`config.mk`:
```
export PLATFORM = sky130hd
export DESIGN_NAME = x86_modrm_instruction_encoder
export DESIGN_NICKNAME = d
export VERILOG_FILES = /design/src/design/xme_pkg.sv /design/src/design/xme_front.sv /design/src/design/xme_queue.sv /design/src/design/xme_back.sv /design/src/design/x86_modrm_instruction_encoder.sv
export SDC_FILE = /design/constraint.sdc
export NUM_CORES = 1
export LEC_CHECK = 0
export ABC_CLOCK_PERIOD_IN_PS = 4700
export BUFFER_PORTS_ARGS = -buffer_cell sky130_fd_sc_hd__clkbuf_2
export CAP_MARGIN = 15
export CELL_PAD_IN_SITES_DETAIL_PLACEMENT = 1
export CELL_PAD_IN_SITES_GLOBAL_PLACEMENT = 1
export CORE_ASPECT_RATIO = 1.2
export CORE_MARGIN = 1.5
export CORE_UTILIZATION = 50
export CTS_CLUSTER_SIZE = 25
export DETAILED_ROUTE_END_ITERATION = 6
export PLACE_DENSITY = 0.77
export SLEW_MARGIN = 20
export SYNTH_ARGS = -nofsm -noshare
export SYNTH_HDL_FRONTEND = slang
export SYNTH_SLANG_ARGS = --single-unit
export TNS_END_PERCENT = 50
```
`constraint.sdc`:
```
create_clock -name clk -period 4.7 [get_ports clk]
set_clock_uncertainty 0.15 [all_clocks]
set_input_delay 0 -clock clk [delete_from_list [all_inputs] [get_ports clk]]
set_output_delay 0 -clock clk [all_outputs]
set_load 0.02 [all_outputs]
```
`src/design/xme_pkg.sv`:
```
// Package for the x86 ModRM/SIB instruction encoder.
// Holds item types, form codes, the encoded-record type and sizing constants.
// No dependencies.
package xme_pkg;

	localparam int MAX_BYTES   = 8;
	localparam int QUEUE_DEPTH = 2;
	localparam int IDX_W       = $clog2(MAX_BYTES);
	localparam int CNT_W       = $clog2(MAX_BYTES + 1);

	localparam logic [3:0] SP_REG     = 4'h4;
	localparam logic [7:0] SIB_SP     = 8'h24;
	localparam logic [7:0] MOD_DIRECT = 8'h00;
	localparam logic [7:0] MOD_DISP32 = 8'h02 << 6;

	typedef enum logic [3:0] {
		FN_NONE = 4'd0,
		FN_UR   = 4'd1,
		FN_UM   = 4'd2,
		FN_UMO  = 4'd3,
		FN_BRR  = 4'd4,
		FN_BMR  = 4'd5,
		FN_BRM  = 4'd6,
		FN_BMRO = 4'd7,
		FN_BRMO = 4'd8,
		FN_BRI  = 4'd9
	} func_t;

	typedef struct packed {
		logic [3:0]         func;
		logic [7:0]         rex_byte;
		logic [7:0]         opcode_byte;
		logic [7:0]         sub_byte;
		logic [3:0]         dst_reg;
		logic [3:0]         src_reg;
		logic signed [31:0] displacement;
		logic signed [31:0] immediate;
	} in_item_t;

	typedef struct packed {
		logic [7:0] out_byte;
		logic       last;
	} out_item_t;

	typedef struct packed {
		logic [MAX_BYTES-1:0][7:0] bytes;
		logic [CNT_W-1:0]          count;
	} enc_rec_t;

	function automatic logic [7:0] modrm(input logic [7:0] mode, input logic [3:0] regf,
			input logic [3:0] base);
		modrm = mode | {2'b00, regf[2:0], 3'b000} | {5'b00000, base[2:0]};
	endfunction

endpackage

```
`src/design/xme_front.sv`:
```
// Front end: accepts instruction requests and lays out their machine-code bytes.
// Registers one encoded record per cycle toward the queue while the queue is not full. Depends on xme_pkg.
module xme_front (
	input  logic               clk,
	input  logic               arst_n,
	input  logic               push,
	output logic               full,
	input  xme_pkg::in_item_t  instr,
	output logic               q_push,
	input  logic               q_full,
	output xme_pkg::enc_rec_t  q_data
);
	import xme_pkg::*;

	logic       accept;
	logic       valid_s1;
	enc_rec_t   rec_s1;
	enc_rec_t   rec_d;

	logic       rex_en;
	logic [7:0] b0;
	logic       b1_en;
	logic [7:0] b1;
	logic       sib_en;
	logic       tail_en;
	logic [31:0] tail;
	logic       defined;

	always_comb begin
		rex_en  = 1'b0;
		b0      = instr.opcode_byte;
		b1_en   = 1'b0;
		b1      = 8'h00;
		sib_en  = 1'b0;
		tail_en = 1'b0;
		tail    = instr.displacement;
		defined = 1'b1;
		case (func_t'(instr.func))
			FN_NONE: begin
			end
			FN_UR: begin
				if (instr.sub_byte != 8'h00) begin
					b1_en = 1'b1;
					b1    = instr.sub_byte | {5'b00000, instr.dst_reg[2:0]};
				end else begin
					b0 = instr.opcode_byte | {5'b00000, instr.dst_reg[2:0]};
				end
			end
			FN_UM: begin
				b1_en  = 1'b1;
				b1     = modrm(MOD_DIRECT, instr.sub_byte[3:0], instr.dst_reg);
				sib_en = (instr.dst_reg == SP_REG);
			end
			FN_UMO: begin
				b1_en   = 1'b1;
				b1      = modrm(MOD_DISP32, 4'h0, instr.dst_reg);
				sib_en  = (instr.dst_reg == SP_REG);
				tail_en = 1'b1;
			end
			FN_BRR: begin
				b1_en = 1'b1;
				b1    = instr.sub_byte | modrm(MOD_DIRECT, instr.src_reg, instr.dst_reg);
			end
			FN_BMR: begin
				b1_en  = 1'b1;
				b1     = modrm(MOD_DIRECT, instr.src_reg, instr.dst_reg);
				sib_en = (instr.dst_reg == SP_REG);
			end
			FN_BRM: begin
				b1_en  = 1'b1;
				b1     = modrm(MOD_DIRECT, instr.dst_reg, instr.src_reg);
				sib_en = (instr.src_reg == SP_REG);
			end
			FN_BMRO: begin
				b1_en   = 1'b1;
				b1      = modrm(MOD_DISP32, instr.src_reg, instr.dst_reg);
				sib_en  = (instr.dst_reg == SP_REG);
				tail_en = 1'b1;
			end
			FN_BRMO: begin
				b1_en   = 1'b1;
				b1      = modrm(MOD_DISP32, instr.dst_reg, instr.src_reg);
				sib_en  = (instr.src_reg == SP_REG);
				tail_en = 1'b1;
			end
			FN_BRI: begin
				b0      = instr.opcode_byte | {5'b00000, instr.dst_reg[2:0]};
				tail_en = 1'b1;
				tail    = instr.immediate;
			end
			default: begin
				defined = 1'b0;
			end
		endcase
		if (func_t'(instr.func) != FN_BRI) begin
			rex_en = (instr.rex_byte != 8'h00);
		end
	end

	// pack the segments in emission order
	always_comb begin
		logic [CNT_W-1:0] n;
		n           = '0;
		rec_d.bytes = '0;
		if (rex_en) begin
			rec_d.bytes[n[IDX_W-1:0]] = instr.rex_byte;
			n = n + CNT_W'(1);
		end
		rec_d.bytes[n[IDX_W-1:0]] = b0;
		n = n + CNT_W'(1);
		if (b1_en) begin
			rec_d.bytes[n[IDX_W-1:0]] = b1;
			n = n + CNT_W'(1);
		end
		if (sib_en) begin
			rec_d.bytes[n[IDX_W-1:0]] = SIB_SP;
			n = n + CNT_W'(1);
		end
		if (tail_en) begin
			for (int k = 0; k < 4; k++) begin
				rec_d.bytes[IDX_W'(n + CNT_W'(k))] = tail[8*k +: 8];
			end
			n = n + CNT_W'(4);
		end
		rec_d.count = defined ? n : '0;
	end

	assign q_push = valid_s1 && !q_full;
	assign full   = valid_s1 && q_full;
	assign accept = push && !full;
	assign q_data = rec_s1;

	always_ff @(posedge clk or negedge arst_n) begin
		if (!arst_n) begin
			valid_s1 <= 1'b0;
		end else if (accept) begin
			valid_s1 <= (rec_d.count != '0);
		end else if (q_push) begin
			valid_s1 <= 1'b0;
		end
	end

	always_ff @(posedge clk) begin
		if (accept) begin
			rec_s1 <= rec_d;
		end
	end

endmodule

```
`src/design/xme_queue.sv`:
```
// Short record queue between front end and byte sequencer.
// Depends on xme_pkg for the record type.
module xme_queue #(
	parameter int DEPTH = xme_pkg::QUEUE_DEPTH
) (
	input  logic              clk,
	input  logic              arst_n,
	input  logic              push,
	input  xme_pkg::enc_rec_t wdata,
	output logic              full,
	input  logic              pop,
	output logic              empty,
	output xme_pkg::enc_rec_t rdata
);
	import xme_pkg::*;

	localparam int PTR_W = (DEPTH > 1) ? $clog2(DEPTH) : 1;
	localparam int FILL_W = $clog2(DEPTH + 1);

	enc_rec_t            mem [DEPTH];
	logic [PTR_W-1:0]    wr_ptr_q;
	logic [PTR_W-1:0]    rd_ptr_q;
	logic [FILL_W-1:0]   fill_q;
	logic                do_push;
	logic                do_pop;

	assign full    = (fill_q == FILL_W'(DEPTH));
	assign empty   = (fill_q == '0);
	assign do_push = push && !full;
	assign do_pop  = pop && !empty;
	assign rdata   = mem[rd_ptr_q];

	always_ff @(posedge clk) begin
		if (do_push) begin
			mem[wr_ptr_q] <= wdata;
		end
	end

	always_ff @(posedge clk or negedge arst_n) begin
		if (!arst_n) begin
			wr_ptr_q <= '0;
			rd_ptr_q <= '0;
			fill_q   <= '0;
		end else begin
			if (do_push) begin
				wr_ptr_q <= (wr_ptr_q == PTR_W'(DEPTH - 1)) ? '0 : wr_ptr_q + PTR_W'(1);
			end
			if (do_pop) begin
				rd_ptr_q <= (rd_ptr_q == PTR_W'(DEPTH - 1)) ? '0 : rd_ptr_q + PTR_W'(1);
			end
			if (do_push && !do_pop) begin
				fill_q <= fill_q + FILL_W'(1);
			end else if (do_pop && !do_push) begin
				fill_q <= fill_q - FILL_W'(1);
			end
		end
	end

`ifndef SYNTHESIS
	a_no_push_full: assert property (@(posedge clk) disable iff (!arst_n)
		!(push && full)) else $error("queue written while full");
	a_no_pop_empty: assert property (@(posedge clk) disable iff (!arst_n)
		!(pop && empty)) else $error("queue read while empty");
	a_nonzero_rec: assert property (@(posedge clk) disable iff (!arst_n)
		push |-> (wdata.count != '0)) else $error("empty record queued");
`endif

endmodule

```
`src/design/xme_back.sv`:
```
// Byte sequencer: takes encoded records from the queue and emits one beat per byte.
// Depends on xme_pkg.
module xme_back (
	input  logic               clk,
	input  logic               arst_n,
	input  logic               q_empty,
	input  xme_pkg::enc_rec_t  q_data,
	output logic               q_pop,
	output logic               empty,
	input  logic               pop,
	output xme_pkg::out_item_t result
);
	import xme_pkg::*;

	enc_rec_t          cur_q;
	logic [IDX_W-1:0]  idx_q;
	logic              valid_q;
	logic              is_last;
	logic              take;

	assign is_last       = ({1'b0, idx_q} + CNT_W'(1) == cur_q.count);
	assign take          = pop && valid_q;
	assign q_pop         = !q_empty && (!valid_q || (take && is_last));
	assign empty         = !valid_q;
	assign result.out_byte = cur_q.bytes[idx_q];
	assign result.last     = is_last;

	always_ff @(posedge clk or negedge arst_n) begin
		if (!arst_n) begin
			valid_q <= 1'b0;
			idx_q   <= '0;
		end else if (q_pop) begin
			valid_q <= 1'b1;
			idx_q   <= '0;
		end else if (take) begin
			if (is_last) begin
				valid_q <= 1'b0;
			end
			idx_q <= idx_q + IDX_W'(1);
		end
	end

	always_ff @(posedge clk) begin
		if (q_pop) begin
			cur_q <= q_data;
		end
	end

`ifndef SYNTHESIS
	a_idx_in_range: assert property (@(posedge clk) disable iff (!arst_n)
		valid_q |-> ({1'b0, idx_q} < cur_q.count)) else $error("byte index past count");
	a_hold_mid: assert property (@(posedge clk) disable iff (!arst_n)
		(take && !is_last) |=> (valid_q && idx_q == $past(idx_q) + IDX_W'(1)))
		else $error("instruction cut short");
	a_load_start: assert property (@(posedge clk) disable iff (!arst_n)
		q_pop |=> (idx_q == '0 && valid_q)) else $error("record not started at byte zero");
`endif

endmodule

```
`src/design/x86_modrm_instruction_encoder.sv`:
```
// Top level of the x86 ModRM/SIB instruction encoder.
// Instantiates xme_front, xme_queue and xme_back; depends on xme_pkg.
//
//   channel   handshake        payload
//   request   push / full      instr  (xme_pkg::in_item_t)
//   bytes     empty / pop      result (xme_pkg::out_item_t)
//
// A request is encoded combinationally into a record of up to eight bytes,
// registered and queued, so requests are taken while earlier bytes drain;
// the sequencer emits one byte beat per cycle while pop is held. A record
// passes the front-end, queue and sequencer registers before its first beat.
// Undefined forms are dropped in the front end. Reset clears all valid state;
// a stall on the byte side fills the queue and then raises full.
module x86_modrm_instruction_encoder #(
	parameter int QUEUE_DEPTH = xme_pkg::QUEUE_DEPTH
) (
	input  logic               clk,
	input  logic               arst_n,
	input  logic               push,
	output logic               full,
	input  xme_pkg::in_item_t  instr,
	output logic               empty,
	input  logic               pop,
	output xme_pkg::out_item_t result
);
	import xme_pkg::*;

	logic     q_push;
	logic     q_full;
	logic     q_pop;
	logic     q_empty;
	enc_rec_t q_wdata;
	enc_rec_t q_rdata;

	xme_front u_front (
		.clk    (clk),
		.arst_n (arst_n),
		.push   (push),
		.full   (full),
		.instr  (instr),
		.q_push (q_push),
		.q_full (q_full),
		.q_data (q_wdata)
	);

	xme_queue #(
		.DEPTH (QUEUE_DEPTH)
	) u_queue (
		.clk    (clk),
		.arst_n (arst_n),
		.push   (q_push),
		.wdata  (q_wdata),
		.full   (q_full),
		.pop    (q_pop),
		.empty  (q_empty),
		.rdata  (q_rdata)
	);

	xme_back u_back (
		.clk     (clk),
		.arst_n  (arst_n),
		.q_empty (q_empty),
		.q_data  (q_rdata),
		.q_pop   (q_pop),
		.empty   (empty),
		.pop     (pop),
		.result  (result)
	);

endmodule

```
* After elaboration in Yosys (flattened, before gate mapping)
Memories as Yosys holds them, arrays and structs flattened. A register that Yosys moved wholly into a read port is not among the register bits.
Cells that the tools add are included.
** Word-level totals
- Register bits after elaboration :: 77
- RAM bits :: 136
- Bits of input ports :: 104
- Memories kept :: 1
** Operators by class
- Reduce and logical (&&, ||, !) cells :: 39
- Bitwise logic cells :: 11
- Magnitude comparators :: 15
- Eq/ne operators :: 14
- Mux-type cells :: 55
- $add $sub $neg :: 13
** Memory list
- u_queue.mem :: depth 2, width 68, rd ports 1, clocked after Yosys merged registers in 1, wr ports 1, RTL line xme_queue.sv:20 : enc_rec_t mem [DEPTH];
** Operators by type and width (count)
- $bwmux 64 :: 6
- $mux 64 :: 3
- $demux 8 s3 :: 7
- $mux 8 :: 11
- $pmux 8 s8 :: 1
- $and 48x48->48 :: 1
- $not 48->48 :: 1
- $mux 32 :: 1
- $or 8x3->8 :: 4
- $lt 3x4->1 const B :: 7
- $bmux 8 s3 :: 1
- $eq 4x3->1 const B :: 6
- $ge 3x1->1 const B :: 6
- $or 6x3->6 :: 3
- $logic_and 1x1->1 :: 17
- $mux 4 :: 4
- $or 16x16->16 :: 1
- $pmux 8 s2 :: 1
- $reduce_bool 8->1 :: 2
- $mux 1 :: 14
- $reduce_or 10->1 :: 1
- $add 4x1->4 const B :: 2
- $eq 4x2->1 const B :: 2
- $eq 4x4->1 const B :: 2
- other kinds (28) :: 43

* Depth between registers and ports, before layout
- Depth after elaboration :: 18
- Gate-level depth with buffers :: 18
- Depth with buffers taken out :: 13

* Modules after synthesis
Synthesis repeated with hierarchy kept, for this count alone.
** Second synthesis, totals
- Cell total of the unflattened synthesis :: 995
- Area total of the unflattened synthesis :: 14099.8 µm²
** Modules (own cells, without submodules)
- xme_front :: times used 1, area each 6054.6 µm², cells an instance 635
- xme_queue :: times used 1, area each 5146.2 µm², cells an instance 231
- xme_back :: times used 1, area each 2899.0 µm², cells an instance 129

* Worst setup path after synthesis
Ideal clock, no wire load.
- Path type :: reg2reg
- Start point :: register u_queue.fill_q[0]
- End point :: register u_front.rec_s1 (netlist bit u_front.q_data[0]), enable pin
- Data arrival time :: 3.521 ns
- Path slack :: 0.535 ns
- Period minus slack after synthesis :: 4.165 ns
- Required time :: 4.055 ns
- Library setup time :: 0.495 ns
- Buffers on the path :: 0
- Cell stages (with the launch flop) :: 4
- Path through :: dfrtp_1 -> nand3b_1 -> inv_1 -> nor2_1
** Between the ends
- Longest elaborated chain between the ends :: 4
** Ends and longest elaborated chain
- start, declared :: RTL line xme_queue.sv:23 : logic [FILL_W-1:0] fill_q;
- start signal, assigned :: RTL line xme_queue.sv:52 : fill_q <= fill_q + FILL_W'(1);
- start signal, assigned :: RTL line xme_queue.sv:54 : fill_q <= fill_q - FILL_W'(1);
- $eq 2x2->1 :: RTL line xme_queue.sv:27 : assign full = (fill_q == FILL_W'(DEPTH));
- $logic_and 1x1->1 :: RTL line xme_front.sv:129 : assign full = valid_s1 && q_full;
- net full :: RTL line x86_modrm_instruction_encoder.sv:20 : output logic full,
- $logic_not 1->1 :: RTL line xme_front.sv:130 : assign accept = push && !full;
- $logic_and 1x1->1 :: RTL line xme_front.sv:130
- net u_front.accept :: RTL line xme_front.sv:15 : logic accept;
- end signal, assigned :: RTL line xme_front.sv:145 : rec_s1 <= rec_d;
- end, declared :: RTL line xme_front.sv:17 : enc_rec_t rec_s1;
The timed path passes the listed nets, and every way through them passes these cells.
A chain may end at the register's enable or synchronous reset.

==> out/results.tsv <==
stage	metric	value	unit
timing	period_share	86.0	%
setup_path	r2r_cells	8	
worst_hold_path	hold_end	u_front.q_data[63]$_SDFFCE_PP0P_	
layout	final_util	58.9	%
setup_path	critPathTopFamily	compound AO/OA/AOI/OAI gates	
grt	top_usage_layer	met2	
clock_network	cts_root_buf	clkbuf_16	
placement	gp_congestion	0.942	
outcome	status	finished clean	
worst_hold_path	hp-class	in -> reg	
setup_path	criticalPathCategory	in -> reg	
placement	place_hpwl	28.2	mm
synthesis	synthCells	952	
power	vdd_drop_max	306	µV
power	p_total	7.84	mW
grt	antenna_found_initial	0	
power	switching_power	2.30	mW
synthesis	synth_fp_nets	1065	
grt	grt_pass1_wl	59.8	mm
layout	n_antenna_cell	0	
placement	port_buffers	114	
timing	hold_viol	0	
synthesis	synth_flop_cell	edfxtp_1	
route	vias	9263	
die	dieHeight	182	µm
setup_path	critical_path.cell_chain	dlygate4sd3_1 -> clkbuf_2 -> nor4_1 -> a21oi_1 -> nor2_1 -> ha_1 -> and3_1 -> a21oi_1 -> inv_1 -> ha_1 -> a21oi_2 -> o21ai_0 -> o21ai_0 -> o32ai_1 -> mux2i_1	
synthesis	ys_types	77	
timing	tns	0	ns
timing	maxSlewViolCount	0	
layout	layout-drive-gt1-share	29.2	%
power	switching_share	29.4	%
synthesis	ys_seq_elements	281	
power	internal_power	5.54	mW
grt	use_met3	3.44	%
synthesis	seq_area_frac_synth	62.8	%
synthesis	syn_avg_cell_area	14.0	µm²
layout	fill_cells	2593	
setup_path	endpoint_kind	flop	
die	dieArea	27700	µm²
timing	relSlewSlack	31.8	%
die	std_cell_rows	65	
clock_network	cts_buffer_depth	3	
power	powerDensity	506	nW/µm²
clock_network	htreeDepth	1	
timing	clock.fmax	247	MHz
power	p_leak	5.42	nW
synthesis	yosysWarnings	0	
route	wl	39.7	mm
worst_hold_path	holdPathStages	4	
setup_path	crit_path_max_fanout	8	
route	wl_per_cell	27.4	µm
grt	grt.met2_usage	50.2	%
setup_path	worstReg2RegStart	u_back.idx_q[0]$_DFFE_PN0P_	
timing	tightestPinTransition	1.02	ns
die	initial_core_util	50.9	%
grt	grt_pass1_vias	9821	
clock_network	path_clk_slew	0.06	ns
synthesis	synth_edf_count	272	
setup_path	cp_slowest_cell	o21ai_0	
route	drtIter0Drc	857	
clock_network	cts_tree	yes	
setup_path	worstPathBufferInverterCount	3	
setup_path	start_kind	primary input	
route	antenna_left	0	
synthesis	synth_async_sr_flop_share	3.20	%
setup_path	critical_path.max_stage_delay	0.76	ns
power	pwr-share-clk	25.3	%
layout	syn2layout_area_growth	15.8	%
timing	finalSetupViolCount	0	
grt	grt_use_met1	35.7	%
worst_hold_path	min-delay-start	instr[59]	
clock_network	post_cts_buffers	0	
grt	grt-ovfl-total	0	
grt	grt_util_all_layers	28.7	%
timing	finalHoldWorstSlack	0.0395	ns
die	die_x	152	µm
synthesis	synth_area	13400	µm²
clock_network	cts_sinks	281	
timing	fin_crit	4.04	ns
setup_path	required	4.79	ns
setup_path	arrival	4.13	ns
route	viasPerCell	6.40	
setup_path	r2r_slack	1.67	ns
setup_path	r2r_end	u_back.cur_q[44]$_DFFE_PP_	
die	io-pin-count	115	
timing	grt_setup_unrepaired	false	
power	comb_power_share	25.6	%
layout	fin_nets	1207	
flow_run	maxCapViolCount	0	
power	p_seq_share	49.1	%
route	drc	0	
clock_network	clkLatencyLatePin	0.51	ns
route	firstDrtPassIters	7	
grt	grt_max_degree	62	
die	core_area	26300	µm²
clock_network	cts_inserted_buffers	25	
## worst max path at each step
stage,from,slack (ns),cells after the start,endpoint
2_1_floorplan,u_queue.fill_q[0]$_DFFE_PN0P_,0.53,3,u_front.q_data[0]$_DFFE_PP_
6_report,instr[75],0.66,15,u_front.q_data[10]$_DFFE_PP_
3_5_place_dp,instr[99],0.49,13,u_front.q_data[10]$_DFFE_PP_
5_1_grt,instr[75],0.38,15,u_front.q_data[10]$_DFFE_PP_
4_1_cts,instr[75],0.76,15,u_front.q_data[10]$_DFFE_PP_
3_3_place_gp,instr[99],0.55,11,u_front.q_data[12]$_DFFE_PP_
## kinds of logic (layout without fill, tap and decap cells)
| group | after synthesis | in the layout | synth area share (%) |
|---|---|---|---|
| AO/OA/AOI/OAI | 256 | 256 | 13.3 |
| XOR/XNOR | 10 | 10 | 0.655 |
| adder cells (fa/ha/maj) | 9 | 9 | 0.899 |
| buffers and inverters | 81 | 241 | 2.70 |
| flip-flops | 281 | 281 | 62.8 |
| multiplexers | 144 | 144 | 13.2 |
| AND/OR/NAND/NOR | 171 | 171 | 6.45 |
## stage by stage
step | cells | worst slack [ns] | cell area (µm²)
finish | 1447 | 0.659 | 15500
floorplan | 952 | 0.535 | 13400
detailed placement | 1369 | 0.487 | 14400
global route | 1447 | 0.381 | 15500
global placement | 1368 | 0.549 | 14300
CTS | 1447 | 0.762 | 15500
## placed cells by master (no fill, tap or decap), types with 24 or more instances in the layout
cell type and n:
edfxtp_1 272, clkbuf_2 114, mux2_2 103, a21oi_1 56, nand2_1 54, nor2_1 49, o21ai_0 41, dlygate4sd3_1 33
a22oi_1 30, buf_4 27, mux2i_1 25, clkbuf_16 25, a221oi_1 24
## flip-flops by register name (all words and copies together), names as in the netlist
signal,flops
u_queue.mem,136
u_queue.rd_ptr_q,1
u_back.cur_q,68
u_front.q_data,68
u_queue.wr_ptr_q,1
u_back.idx_q,3
u_queue.fill_q,2
u_back.valid_q,1
u_front.valid_s1,1
## metal layers
layer / part of all wire (%) / vias to the layer above / wire (µm)
met5: 0 / - / 0
met4: 4.8 / 0 / 1910
met3: 5.8 / 120 / 2310
met2: 50 / 446 / 19900
met1: 39 / 4634 / 15600
li1: - / 4063 / -
## cell usage after synthesis (6+ instances only)
cell / number / area (µm²)
a211o_1: 6 / 52.6
a211oi_1: 10 / 75.1
a21oi_1: 56 / 280
a221oi_1: 24 / 210
a22oi_1: 31 / 233
a31oi_1: 7 / 43.8
and2_1: 10 / 62.6
and3_1: 6 / 37.5
buf_1: 11 / 41.3
clkbuf_1: 36 / 135
dfrtp_1: 9 / 225
edfxtp_1: 272 / 8170
ha_1: 8 / 100
inv_1: 18 / 67.6
mux2_2: 103 / 1160
mux2i_1: 25 / 250
mux4_2: 16 / 360
nand2_1: 54 / 203
nor2_1: 51 / 191
nor3_1: 8 / 40.0
nor4_1: 6 / 37.5
o21ai_0: 41 / 205
o21ai_1: 6 / 30.0
o221ai_1: 7 / 61.3
o22ai_1: 10 / 62.6
xnor2_1: 6 / 52.6
## worst register-to-register path, delay by kind of cell (launching register included)
kind | cells | cell delay, ns
AOI/OAI and AO/OA | 3 | 0.83
xor gates and xnor gates | 1 | 0.18
adders and majority gates | 1 | 0.25
buffers and inverters | 2 | 0.57
DFF | 1 | 0.38
and+or+nand+nor | 1 | 0.28
## repair_timing
action,in CTS,in global routing
hold buffers,33,0
endpoints found under the hold margin,59,0
resized for setup,0,0
## power groups by stage
stage / Combinational [mW] / Sequential [mW] / Clock, mW
floorplan: 1.40 / 3.73 / 0
global placement: 1.92 / 3.83 / 0
detailed placement: 1.99 / 3.90 / 0
CTS: 2.04 / 3.85 / 2.02
global route: 2.16 / 3.91 / 2.08
finish: 2.01 / 3.85 / 1.98
## area by class of cell
cell class	count	area (µm²)	area share (%)
clock buffer	31	648	4.19
sequential	281	8390	54.2
multi-input combinational	590	4650	30.0
timing repair buffer	176	1150	7.44
tap	335	419	2.71
inverter	20	75.1	0.485
clock inverter	14	143	0.921
Note: power is estimated with default switching activity, not from simulation.
